`config.mk`:
```
export PLATFORM = sky130hd
export DESIGN_NAME = joystick_autocal_scaler_top
export DESIGN_NICKNAME = d
export VERILOG_FILES = /design/src/hw/rtl/jas_pkg.sv /design/src/hw/rtl/jas_div.sv /design/src/hw/rtl/jas_dp.sv /design/src/hw/rtl/jas_ctrl.sv /design/src/hw/rtl/joystick_autocal_scaler_top.sv
export SDC_FILE = /design/constraint.sdc
export NUM_CORES = 1
export LEC_CHECK = 0
export BUFFER_PORTS_ARGS = -buffer_cell sky130_fd_sc_hd__buf_2
export CAP_MARGIN = 15
export CORE_MARGIN = 4
export CORE_UTILIZATION = 68
export DETAILED_ROUTE_END_ITERATION = 12
export GPL_TIMING_DRIVEN = 0
export PLACE_DENSITY = 0.88
export SLEW_MARGIN = 40
export SYNTH_ARGS = -nofsm -noshare
export SYNTH_HDL_FRONTEND = slang
export SYNTH_SLANG_ARGS = --single-unit
```
`constraint.sdc`:
```
create_clock -name clk -period 11.8 [get_ports clk]
set_input_delay 0 -clock clk [delete_from_list [all_inputs] [get_ports clk]]
set_output_delay 0 -clock clk [all_outputs]
set_load 0.02 [all_outputs]
```
`src/hw/rtl/jas_pkg.sv`:
```
// ----------------------------------------------------------------------------
// jas_pkg - shared types and constants of the joystick auto-calibrating scaler
// Register widths, reset values, register indexes and controller commands.
// ----------------------------------------------------------------------------
package jas_pkg;

	// default parameter values
	localparam int OUTPUT_SCALE_DEF = 32;
	localparam int SAMPLE_BITS_DEF  = 12;

	// field widths
	localparam int CAL_W      = 11;
	localparam int CNT_W      = 10;
	localparam int SETTLE_W   = 12;
	localparam int CFG_IDX_W  = 3;
	localparam int CFG_DATA_W = 12;

	// register reset values
	localparam logic [CAL_W-1:0]    ADAPT_LO_RST = CAL_W'(16 * 16);
	localparam logic [CAL_W-1:0]    ADAPT_HI_RST = CAL_W'(96 * 16);
	localparam logic [SETTLE_W-1:0] SETTLE_RST   = SETTLE_W'(32);
	localparam logic [CNT_W-1:0]    DECAY_RST    = CNT_W'(600);

	// dead band is word/32, growth is a quarter of the excess
	localparam int BAND_SHIFT = 5;
	localparam int GROW_SHIFT = 2;

	// register indexes
	localparam logic [CFG_IDX_W-1:0] REG_FREEZE   = CFG_IDX_W'(0);
	localparam logic [CFG_IDX_W-1:0] REG_ADAPT_LO = CFG_IDX_W'(1);
	localparam logic [CFG_IDX_W-1:0] REG_ADAPT_HI = CFG_IDX_W'(2);
	localparam logic [CFG_IDX_W-1:0] REG_SETTLE   = CFG_IDX_W'(3);
	localparam logic [CFG_IDX_W-1:0] REG_DECAY    = CFG_IDX_W'(4);

	// input command codes
	localparam logic CMD_SAMPLE  = 1'b0;
	localparam logic CMD_RESTORE = 1'b1;

	typedef struct packed {
		logic                freeze;
		logic [CAL_W-1:0]    adapt_lo;
		logic [CAL_W-1:0]    adapt_hi;
		logic [SETTLE_W-1:0] settle;
		logic [CNT_W-1:0]    decay;
	} cfg_t;

	typedef struct packed {
		logic load;
		logic eval;
		logic adapt;
		logic div_load;
		logic div_step;
		logic out_load;
	} ctrl_cmd_t;

	typedef struct packed {
		logic [CAL_W-1:0] cal;
		logic [CNT_W-1:0] cnt;
	} adapt_t;

endpackage

```
`src/hw/rtl/jas_div.sv`:
```
// ----------------------------------------------------------------------------
// jas_div - restoring divider with an overflow flag
// Produces a quotient one bit per step; the top bit flags a quotient that
// exceeds the scaled output range.
// ----------------------------------------------------------------------------
module jas_div
	import jas_pkg::*;
#(
	parameter int SAMPLE_BITS  = SAMPLE_BITS_DEF,
	parameter int OUTPUT_SCALE = OUTPUT_SCALE_DEF
) (
	input  logic                                 clk,
	input  logic                                 load,
	input  logic                                 step,
	input  logic [SAMPLE_BITS+$clog2(OUTPUT_SCALE+1)-1:0] num,
	input  logic [CAL_W-1:0]                     den,
	output logic [$clog2(OUTPUT_SCALE+1):0]      quo
);

	localparam int Q_W   = $clog2(OUTPUT_SCALE + 1);
	localparam int NUM_W = SAMPLE_BITS + Q_W;
	localparam int DW    = (NUM_W > CAL_W + Q_W) ? NUM_W : CAL_W + Q_W;

	logic [DW-1:0]  rem_q;
	logic [DW-1:0]  den_q;
	logic [Q_W:0]   quo_q;
	logic           fits;

	assign fits = rem_q >= den_q;

	// shift-subtract, divisor walks down from den << Q_W
	always_ff @(posedge clk) begin
		if (load) begin
			rem_q <= DW'(num);
			den_q <= DW'(den) << Q_W;
			quo_q <= '0;
		end else if (step) begin
			if (fits) begin
				rem_q <= rem_q - den_q;
			end
			den_q <= den_q >> 1;
			quo_q <= {quo_q[Q_W-1:0], fits};
		end
	end

	assign quo = quo_q;

endmodule

```
`src/hw/rtl/jas_dp.sv`:
```
// ----------------------------------------------------------------------------
// jas_dp - datapath of the joystick auto-calibrating scaler
// Holds the sample, calibration words and decay counters, adapts them and
// scales both axes through two dividers.
// ----------------------------------------------------------------------------
module jas_dp
	import jas_pkg::*;
#(
	parameter int SAMPLE_BITS  = SAMPLE_BITS_DEF,
	parameter int OUTPUT_SCALE = OUTPUT_SCALE_DEF
) (
	input  logic                                  clk,
	input  logic                                  arst_n,
	input  ctrl_cmd_t                             cmd,
	input  cfg_t                                  cfg,
	input  logic                                  in_command,
	input  logic signed [SAMPLE_BITS-1:0]         in_x,
	input  logic signed [SAMPLE_BITS-1:0]         in_y,
	output logic signed [$clog2(OUTPUT_SCALE+1):0] x_scaled,
	output logic signed [$clog2(OUTPUT_SCALE+1):0] y_scaled,
	output logic                                  steady,
	output logic [3:0][CAL_W-1:0]                 cal_words
);

	localparam int SB     = SAMPLE_BITS;
	localparam int Q_W    = $clog2(OUTPUT_SCALE + 1);
	localparam int OUT_W  = Q_W + 1;
	localparam int NUM_W  = SB + Q_W;
	localparam int CMP_W  = (SB > CAL_W) ? SB : CAL_W;
	localparam int DLT_W  = SB + 2;
	localparam int DCMP_W = (DLT_W > SETTLE_W) ? DLT_W : SETTLE_W;
	localparam logic [Q_W-1:0] SCALE_MAX = Q_W'(OUTPUT_SCALE);

	function automatic logic [SB-1:0] mag_of(input logic [SB-1:0] v);
		return v[SB-1] ? (~v + 1'b1) : v;
	endfunction

	function automatic logic [SB:0] absd(input logic [SB:0] v);
		return v[SB] ? (~v + 1'b1) : v;
	endfunction

	// one half-axis update: grow beyond the dead band or count toward a shrink
	function automatic adapt_t adapt_half(
		input logic [CAL_W-1:0] c,
		input logic [CNT_W-1:0] n,
		input logic [CMP_W-1:0] mag,
		input logic             major,
		input cfg_t             cf
	);
		adapt_t           r;
		logic [CAL_W-1:0] band;
		logic [CMP_W-1:0] diff;
		logic [CMP_W-1:0] grow;
		logic [CNT_W-1:0] n1;
		r.cal = c;
		r.cnt = n;
		band  = c >> BAND_SHIFT;
		diff  = mag - CMP_W'(c);
		grow  = (diff - CMP_W'(band)) >> GROW_SHIFT;
		n1    = n + 1'b1;
		if (mag >= CMP_W'(cf.adapt_lo) && mag <= CMP_W'(cf.adapt_hi)) begin
			if (mag > CMP_W'(c)) begin
				r.cnt = '0;
				if (diff >= CMP_W'(band)) begin
					if (grow == '0) begin
						grow = CMP_W'(1);
					end
					r.cal = c + CAL_W'(grow);
				end
			end else if (major) begin
				if (n1 >= cf.decay) begin
					r.cal = c - band;
					r.cnt = '0;
				end else begin
					r.cnt = n1;
				end
			end
		end
		return r;
	endfunction

	// final scaled value from divider quotient
	function automatic logic [OUT_W-1:0] finish(
		input logic [SB-1:0]    mag,
		input logic [CAL_W-1:0] cal,
		input logic [Q_W:0]     q,
		input logic             neg
	);
		logic [Q_W-1:0] mv;
		if (mag == '0) begin
			mv = '0;
		end else if (cal == '0 || q[Q_W] || q[Q_W-1:0] > SCALE_MAX) begin
			mv = SCALE_MAX;
		end else begin
			mv = q[Q_W-1:0];
		end
		return neg ? (OUT_W'(0) - {1'b0, mv}) : {1'b0, mv};
	endfunction

	logic                    cmd_q;
	logic signed [SB-1:0]    x_q;
	logic signed [SB-1:0]    y_q;
	logic signed [SB-1:0]    last_x_q;
	logic signed [SB-1:0]    last_y_q;
	logic [SB-1:0]           xa_s1;
	logic [SB-1:0]           ya_s1;
	logic                    steady_s1;
	logic                    xmaj_s1;
	logic                    ymaj_s1;
	logic [3:0][CAL_W-1:0]   cal_q;
	logic [3:0][CNT_W-1:0]   cnt_q;

	logic [SB:0]             dx;
	logic [SB:0]             dy;
	logic [DLT_W-1:0]        delta;
	logic                    x_neg;
	logic                    y_neg;
	logic                    x_nz;
	logic                    y_nz;
	logic [CAL_W-1:0]        xc;
	logic [CAL_W-1:0]        yc;
	logic [CNT_W-1:0]        xn;
	logic [CNT_W-1:0]        yn;
	adapt_t                  xr;
	adapt_t                  yr;
	logic                    upd;
	logic [3:0]              wr;
	logic [NUM_W-1:0]        num_x;
	logic [NUM_W-1:0]        num_y;
	logic [Q_W:0]            quo_x;
	logic [Q_W:0]            quo_y;

	// sample capture
	always_ff @(posedge clk) begin
		if (cmd.load) begin
			cmd_q <= in_command;
			x_q   <= in_x;
			y_q   <= in_y;
		end
	end

	// motion measure against the previous sample
	assign dx    = {x_q[SB-1], x_q} - {last_x_q[SB-1], last_x_q};
	assign dy    = {y_q[SB-1], y_q} - {last_y_q[SB-1], last_y_q};
	assign delta = DLT_W'(absd(dx)) + DLT_W'(absd(dy));

	always_ff @(posedge clk) begin
		if (cmd.eval) begin
			xa_s1     <= mag_of(x_q);
			ya_s1     <= mag_of(y_q);
			xmaj_s1   <= mag_of(x_q) > mag_of(y_q);
			ymaj_s1   <= mag_of(y_q) > mag_of(x_q);
			steady_s1 <= (cmd_q == CMD_SAMPLE) &&
				(DCMP_W'(delta) < DCMP_W'(cfg.settle));
		end
	end

	// previous sample, kept across a restore command
	always_ff @(posedge clk or negedge arst_n) begin
		if (!arst_n) begin
			last_x_q <= '0;
			last_y_q <= '0;
		end else if (cmd.eval && cmd_q == CMD_SAMPLE) begin
			last_x_q <= x_q;
			last_y_q <= y_q;
		end
	end

	// active half-axis per axis: X+ X- Y+ Y-
	assign x_neg = x_q[SB-1];
	assign y_neg = y_q[SB-1];
	assign x_nz  = x_q != '0;
	assign y_nz  = y_q != '0;
	assign xc    = x_neg ? cal_q[1] : cal_q[0];
	assign yc    = y_neg ? cal_q[3] : cal_q[2];
	assign xn    = x_neg ? cnt_q[1] : cnt_q[0];
	assign yn    = y_neg ? cnt_q[3] : cnt_q[2];
	assign xr    = adapt_half(xc, xn, CMP_W'(xa_s1), xmaj_s1, cfg);
	assign yr    = adapt_half(yc, yn, CMP_W'(ya_s1), ymaj_s1, cfg);
	assign upd   = cmd.adapt && cmd_q == CMD_SAMPLE && steady_s1 && !cfg.freeze;
	assign wr[0] = upd && x_nz && !x_neg;
	assign wr[1] = upd && x_nz && x_neg;
	assign wr[2] = upd && y_nz && !y_neg;
	assign wr[3] = upd && y_nz && y_neg;

	// calibration words and decay counters
	always_ff @(posedge clk or negedge arst_n) begin
		if (!arst_n) begin
			for (int i = 0; i < 4; i++) begin
				cal_q[i] <= ADAPT_LO_RST;
				cnt_q[i] <= '0;
			end
		end else if (cmd.adapt && cmd_q == CMD_RESTORE) begin
			for (int i = 0; i < 4; i++) begin
				cal_q[i] <= cfg.adapt_lo;
				cnt_q[i] <= '0;
			end
		end else begin
			for (int i = 0; i < 4; i++) begin
				if (wr[i]) begin
					cal_q[i] <= (i < 2) ? xr.cal : yr.cal;
					cnt_q[i] <= (i < 2) ? xr.cnt : yr.cnt;
				end
			end
		end
	end

	// rounded division numerators: mag*scale + cal/2
	assign num_x = NUM_W'(xa_s1) * NUM_W'(OUTPUT_SCALE) + NUM_W'(xc >> 1);
	assign num_y = NUM_W'(ya_s1) * NUM_W'(OUTPUT_SCALE) + NUM_W'(yc >> 1);

	jas_div #(
		.SAMPLE_BITS  (SAMPLE_BITS),
		.OUTPUT_SCALE (OUTPUT_SCALE)
	) u_div_x (
		.clk  (clk),
		.load (cmd.div_load),
		.step (cmd.div_step),
		.num  (num_x),
		.den  (xc),
		.quo  (quo_x)
	);

	jas_div #(
		.SAMPLE_BITS  (SAMPLE_BITS),
		.OUTPUT_SCALE (OUTPUT_SCALE)
	) u_div_y (
		.clk  (clk),
		.load (cmd.div_load),
		.step (cmd.div_step),
		.num  (num_y),
		.den  (yc),
		.quo  (quo_y)
	);

	// result, zeroed for a restore command
	assign x_scaled  = (cmd_q == CMD_RESTORE) ? '0 : $signed(finish(xa_s1, xc, quo_x, x_neg));
	assign y_scaled  = (cmd_q == CMD_RESTORE) ? '0 : $signed(finish(ya_s1, yc, quo_y, y_neg));
	assign steady    = steady_s1;
	assign cal_words = cal_q;

endmodule

```
`src/hw/rtl/jas_ctrl.sv`:
```
// ----------------------------------------------------------------------------
// jas_ctrl - sequencer of the joystick auto-calibrating scaler
// Steps one item through evaluate, adapt, divide and result hand-off.
// ----------------------------------------------------------------------------
module jas_ctrl
	import jas_pkg::*;
#(
	parameter int OUTPUT_SCALE = OUTPUT_SCALE_DEF
) (
	input  logic      clk,
	input  logic      arst_n,
	input  logic      in_valid,
	input  logic      out_free,
	output logic      in_ready,
	output ctrl_cmd_t cmd
);

	localparam int Q_W   = $clog2(OUTPUT_SCALE + 1);
	localparam int STP_W = $clog2(Q_W + 1);

	localparam logic [2:0] ST_IDLE  = 3'd0;
	localparam logic [2:0] ST_EVAL  = 3'd1;
	localparam logic [2:0] ST_ADAPT = 3'd2;
	localparam logic [2:0] ST_DLOAD = 3'd3;
	localparam logic [2:0] ST_DIV   = 3'd4;
	localparam logic [2:0] ST_OUT   = 3'd5;

	logic [2:0]       state_q;
	logic [2:0]       state_d;
	logic [STP_W-1:0] step_q;

	// next state and commands
	always_comb begin
		state_d = state_q;
		cmd     = '0;
		unique case (state_q)
			ST_IDLE: begin
				cmd.load = in_valid;
				if (in_valid) begin
					state_d = ST_EVAL;
				end
			end
			ST_EVAL: begin
				cmd.eval = 1'b1;
				state_d  = ST_ADAPT;
			end
			ST_ADAPT: begin
				cmd.adapt = 1'b1;
				state_d   = ST_DLOAD;
			end
			ST_DLOAD: begin
				cmd.div_load = 1'b1;
				state_d      = ST_DIV;
			end
			ST_DIV: begin
				cmd.div_step = 1'b1;
				if (step_q == '0) begin
					state_d = ST_OUT;
				end
			end
			ST_OUT: begin
				cmd.out_load = out_free;
				if (out_free) begin
					state_d = ST_IDLE;
				end
			end
			default: begin
				state_d = ST_IDLE;
			end
		endcase
	end

	assign in_ready = state_q == ST_IDLE;

	// state and divide step counter
	always_ff @(posedge clk or negedge arst_n) begin
		if (!arst_n) begin
			state_q <= ST_IDLE;
			step_q  <= '0;
		end else begin
			state_q <= state_d;
			if (cmd.div_load) begin
				step_q <= STP_W'(Q_W);
			end else if (cmd.div_step) begin
				step_q <= step_q - 1'b1;
			end
		end
	end

endmodule

```
`src/hw/rtl/joystick_autocal_scaler_top.sv`:
```
// ----------------------------------------------------------------------------
// joystick_autocal_scaler_top - auto-calibrating joystick scaler
// Scales signed X/Y stick samples to +-OUTPUT_SCALE with self-adapting
// half-axis full-scale words.
// ----------------------------------------------------------------------------
// Usage:
//   s_* channel takes one item: a sample (s_tuser = 0) or a calibration
//   restore (s_tuser = 1). m_* channel gives one result item per input item:
//   both scaled axes, the steady flag and the four calibration words.
//   cfg_we/cfg_index/cfg_data write a register at the clock edge; write only
//   while no item is in flight.
//   An accepted item passes the evaluate, adapt, divider load, divide and
//   output states in turn; the two dividers give one quotient bit per cycle.
//   The next item is taken only once the sequencer is back in idle.
//   The result sits in an output register, so the next item is accepted
//   and worked on while m_tready is low; the block holds before writing
//   the register until the earlier result has been taken.
//   arst_n clears the sequencer and output valid and loads the register
//   defaults, calibration words of 256 and zero decay counters.
// ----------------------------------------------------------------------------
module joystick_autocal_scaler_top
	import jas_pkg::*;
#(
	parameter int OUTPUT_SCALE = OUTPUT_SCALE_DEF,
	parameter int SAMPLE_BITS  = SAMPLE_BITS_DEF
) (
	input  logic                  clk,
	input  logic                  arst_n,
	// configuration write port
	input  logic                  cfg_we,
	input  logic [CFG_IDX_W-1:0]  cfg_index,
	input  logic [CFG_DATA_W-1:0] cfg_data,
	// input item channel
	input  logic                  s_tvalid,
	output logic                  s_tready,
	// s_tdata: x_sample, y_sample, zero fill
	input  logic [((2*SAMPLE_BITS+7)/8)*8-1:0] s_tdata,
	// s_tuser: command
	input  logic                  s_tuser,
	// result item channel
	output logic                  m_tvalid,
	input  logic                  m_tready,
	// m_tdata: x_scaled, y_scaled, steady, cal_x_pos, cal_x_neg, cal_y_pos,
	// cal_y_neg, zero fill
	output logic [((2*($clog2(OUTPUT_SCALE+1)+1)+1+4*CAL_W+7)/8)*8-1:0] m_tdata
);

	localparam int OUT_W  = $clog2(OUTPUT_SCALE + 1) + 1;
	localparam int RES_W  = 2 * OUT_W + 1 + 4 * CAL_W;
	localparam int OUT_DW = ((RES_W + 7) / 8) * 8;

	cfg_t                    cfg_q;
	ctrl_cmd_t               cmd;
	logic                    out_free;
	logic                    out_valid_q;
	logic [OUT_DW-1:0]       out_data_q;
	logic signed [OUT_W-1:0] x_scaled;
	logic signed [OUT_W-1:0] y_scaled;
	logic                    steady;
	logic [3:0][CAL_W-1:0]   cal_words;

	// configuration registers
	always_ff @(posedge clk or negedge arst_n) begin
		if (!arst_n) begin
			cfg_q.freeze   <= 1'b0;
			cfg_q.adapt_lo <= ADAPT_LO_RST;
			cfg_q.adapt_hi <= ADAPT_HI_RST;
			cfg_q.settle   <= SETTLE_RST;
			cfg_q.decay    <= DECAY_RST;
		end else if (cfg_we) begin
			unique case (cfg_index)
				REG_FREEZE:   cfg_q.freeze   <= cfg_data[0];
				REG_ADAPT_LO: cfg_q.adapt_lo <= cfg_data[CAL_W-1:0];
				REG_ADAPT_HI: cfg_q.adapt_hi <= cfg_data[CAL_W-1:0];
				REG_SETTLE:   cfg_q.settle   <= cfg_data[SETTLE_W-1:0];
				REG_DECAY:    cfg_q.decay    <= cfg_data[CNT_W-1:0];
				default: begin
				end
			endcase
		end
	end

	jas_ctrl #(
		.OUTPUT_SCALE (OUTPUT_SCALE)
	) u_ctrl (
		.clk      (clk),
		.arst_n   (arst_n),
		.in_valid (s_tvalid),
		.out_free (out_free),
		.in_ready (s_tready),
		.cmd      (cmd)
	);

	jas_dp #(
		.SAMPLE_BITS  (SAMPLE_BITS),
		.OUTPUT_SCALE (OUTPUT_SCALE)
	) u_dp (
		.clk        (clk),
		.arst_n     (arst_n),
		.cmd        (cmd),
		.cfg        (cfg_q),
		.in_command (s_tuser),
		.in_x       (s_tdata[SAMPLE_BITS-1:0]),
		.in_y       (s_tdata[2*SAMPLE_BITS-1:SAMPLE_BITS]),
		.x_scaled   (x_scaled),
		.y_scaled   (y_scaled),
		.steady     (steady),
		.cal_words  (cal_words)
	);

	// output register, free when empty or being taken
	assign out_free = !out_valid_q || m_tready;

	always_ff @(posedge clk or negedge arst_n) begin
		if (!arst_n) begin
			out_valid_q <= 1'b0;
		end else if (cmd.out_load) begin
			out_valid_q <= 1'b1;
		end else if (m_tready) begin
			out_valid_q <= 1'b0;
		end
	end

	always_ff @(posedge clk) begin
		if (cmd.out_load) begin
			out_data_q <= OUT_DW'({cal_words[3], cal_words[2], cal_words[1], cal_words[0],
				steady, y_scaled, x_scaled});
		end
	end

	assign m_tvalid = out_valid_q;
	assign m_tdata  = out_data_q;

endmodule

```
==> impl_metrics.tcl <==
set metrics [dict create \
    worst_clock_skew_ns 0.0214 \
    yosys.area_share.simple 0.158 \
    finalWeightedCongestion 1.02 \
    crit_path_top_delay_cell "or4b_2" \
    rsz0062_at_grt "false" \
    die_y_um 200 \
    drive_gt1_frac 0.0947 \
    setup_violations 0 \
    r2r_cells 29 \
    grt_pass1_wl_mm 124 \
    drv_cap 0 \
    ctsRootBufferMaster "clkbuf_16" \
    routedWlPerCell_um 23.2 \
    muxShareOfSynthArea 0.0288 \
    fmax_mhz 130 \
    drt-initial-drc-count 2544 \
    synth_adder_area_share 0.134 \
    cts_buffers 39 \
    synth_area_per_cell_um2 9.20 \
    netlist.area_leader.share 0.202 \
    cp.arrival_ns 8.12 \
    drv_slew 0 \
    multi_input_area_mm2 0.0144 \
    clk_latency_ns 0.58 \
    synth_edf_count 169 \
    cts_buffer_depth 3 \
    dr_total_vias 23100 \
    ant_nets 0 \
    hold_path.class "primary input to flip-flop" \
    routed_wl_mm 79.6 \
    synth_largest_area_cell "edfxtp_1" \
    synth_compound_area_frac 0.189 \
    synthFlopType "edfxtp_1" \
    port_buffers 105 \
    ys_ff_latch 355 \
    ys_async_sr_fraction 0.451 \
    cp.required_ns 12.23 \
    ys_warn_count 0 \
    ys_seq_area_frac 0.383 \
    viasPerCell 6.73 \
    rows 70 \
    drc 0 \
    cts_tree "yes" \
    finalHoldViolCount 0 \
    antenna_cells 0 \
    ctsHoldBuffers 52 \
    dp_hpwl_mm 58.5 \
    synth_area_leaders "edfxtp_1 (20%), dfrtp_1 (15%), ha_1 (12%), xnor2_1 (4.1%), o21ai_0 (4.0%)" \
    status "complete, no violations" \
    htreeDepth 2 \
    fin_nets 3242 \
    worstSetupEndpointType "flip-flop" \
    dieWidth_um 200 \
    synth_cells 2725 \
    grt_start_max_net_pins 76 \
    grt.overflow.total 0 \
    fin_tns_setup_ns 0 \
    post_cts_resized 0 \
    cts_setup_buffers 0 \
    netlist_area_mm2 0.0251 \
    cts_sinks 355 \
    critPathLaunchType "flip-flop" \
    synth.distinct_cells 93 \
    nFillCells 2431 \
    grt_use_total 0.394 \
    cp_max_fo 10 \
    slowest_delay_ns 0.66 \
    dr.pass1.iters 8 \
    synth_xor_area_frac 0.0611 \
    relSlewSlack 0.403 \
    period_minus_slack_ns 7.69 \
    clk_pin_slew_worst_paths_ns 0.06 \
    path_class "flip-flop to flip-flop" \
    pin_count 111 \
    worstHoldPathCells 2 \
    grt_pass1_vias 23200 \
    register_area_mm2 0.00961 \
    synth_top_family_by_area "compound AO/OA/AOI/OAI gates" \
    core-area_mm2 0.0365 \
    antenna_found_initial 0 \
    tightestPinTransition_ns 0.879 \
    dieArea_mm2 0.0400 \
    areaGrowthSynthToFinish_pct 12.6 \
    period_share 0.652 \
    start_util 0.687 \
]
-- flip-flops by register name (all words and copies together), names as in the netlist, 17 cells and up --
register,flops
u_dp.cal_words,44
u_dp.u_div_y.den_q,17
u_dp.u_div_x.den_q,17
u_dp.u_div_x.rem_q,18
m_tdata,59
cfg_q,45
u_dp.u_div_y.rem_q,18
u_dp.cnt_q,40
-- placed cells by master (no fill, tap or decap), drive strengths merged, types with 128 or more instances in the layout --
master  count
edfxtp    169
nand2     262
a21oi     173
buf       132
nor2      194
o21ai     217
dfrtp     148
inv       199
ha        248
clkbuf    128
-- cell families (layout without fill, tap and decap cells) --
kind of cell | Yosys count | in the layout
XOR/XNOR | 175 | 175
AND/OR/NAND/NOR | 831 | 831
multiplexers | 68 | 68
buffers and inverters | 292 | 529
AO/OA/AOI/OAI | 742 | 742
other | 1 | 5
flip-flops | 355 | 355
adder cells (fa/ha/maj) | 261 | 261
-- path summary, 6_finish.rpt --
check / start / slack (ns) / endpoint
setup / recovery: u_dp.x_q[11]$_DFFE_PP_ / 4.11 / u_dp.cal_words[10]$_DFFE_PN0P_
hold / removal: s_tdata[5] / 0.14 / u_dp.x_q[5]$_DFFE_PP_
setup reg to reg: u_dp.x_q[11]$_DFFE_PP_ / 4.11 / u_dp.cal_words[10]$_DFFE_PN0P_
hold reg to reg: u_dp.u_div_x.den_q[3]$_SDFFE_PP0P_ / 0.47 / u_dp.u_div_x.den_q[2]$_SDFFE_PP0P_
max in group asynchronous: arst_n / 10.79 / u_dp.cal_words[8]$_DFFE_PN1P_
min in group asynchronous: arst_n / 0.55 / cfg_q[4]$_DFFE_PN1P_
-- metal layers --
metal,up-vias,part of all wire,GRT usage
met5,-,0,0
met4,0,0.075,0.250
met3,393,0.10,0.0752
met2,1538,0.47,0.652
met1,10900,0.36,0.477
li1,10300,-,-
-- synth_stat cells (58+ instances only) --
| cell | instances |
|---|---|
| ha_1 | 248 |
| a21oi_1 | 171 |
| nand2_1 | 262 |
| inv_1 | 197 |
| edfxtp_1 | 169 |
| xor2_1 | 58 |
| nor3_1 | 80 |
| o21ai_0 | 201 |
| dfrtp_1 | 148 |
| nor2_1 | 194 |
| xnor2_1 | 117 |
| nand3_1 | 62 |
| clkbuf_1 | 77 |
-- worst max-delay path: cells and delay by family, from the launching register on --
| family | cells | cell delay (ns) |
|---|---|---|
| AO/OA/AOI/OAI | 9 | 1.39 |
| XOR/XNOR | 1 | 0.17 |
| adder cells (fa/ha/maj) | 5 | 1.54 |
| buffers and inverters | 3 | 0.63 |
| flip-flops | 1 | 0.62 |
| multiplexers | 1 | 0.65 |
| AND/OR/NAND/NOR | 10 | 2.51 |
-- stage by stage --
step	area, um^2	hold slack [ns]	std cells	setup slack [ns]	util
floorplan	25100	-0.296	2729	5.53	-
global placement	26200	0.177	3302	4.39	0.718
detailed placement	26400	-0.107	3311	4.26	0.723
CTS	28200	0.118	3434	4.28	0.773
global route	28200	0.147	3434	3.77	0.773
finish	28200	0.135	3434	4.11	0.773
-- cell type report --
| cell class | count | area share |
|---|---|---|
| multi-input combinational | 2082 | 0.511 |
| buffer | 95 | 0.0142 |
| sequential | 355 | 0.341 |
| clock inverter | 21 | 0.00784 |
| inverter | 197 | 0.0262 |
| clock buffer | 50 | 0.0374 |
| tap | 468 | 0.0207 |
| timing repair buffer | 166 | 0.0421 |
Power is left out: the tool's default activity adds up to more than one toggle a clock period on the data nets, which glitch-free logic cannot reach.
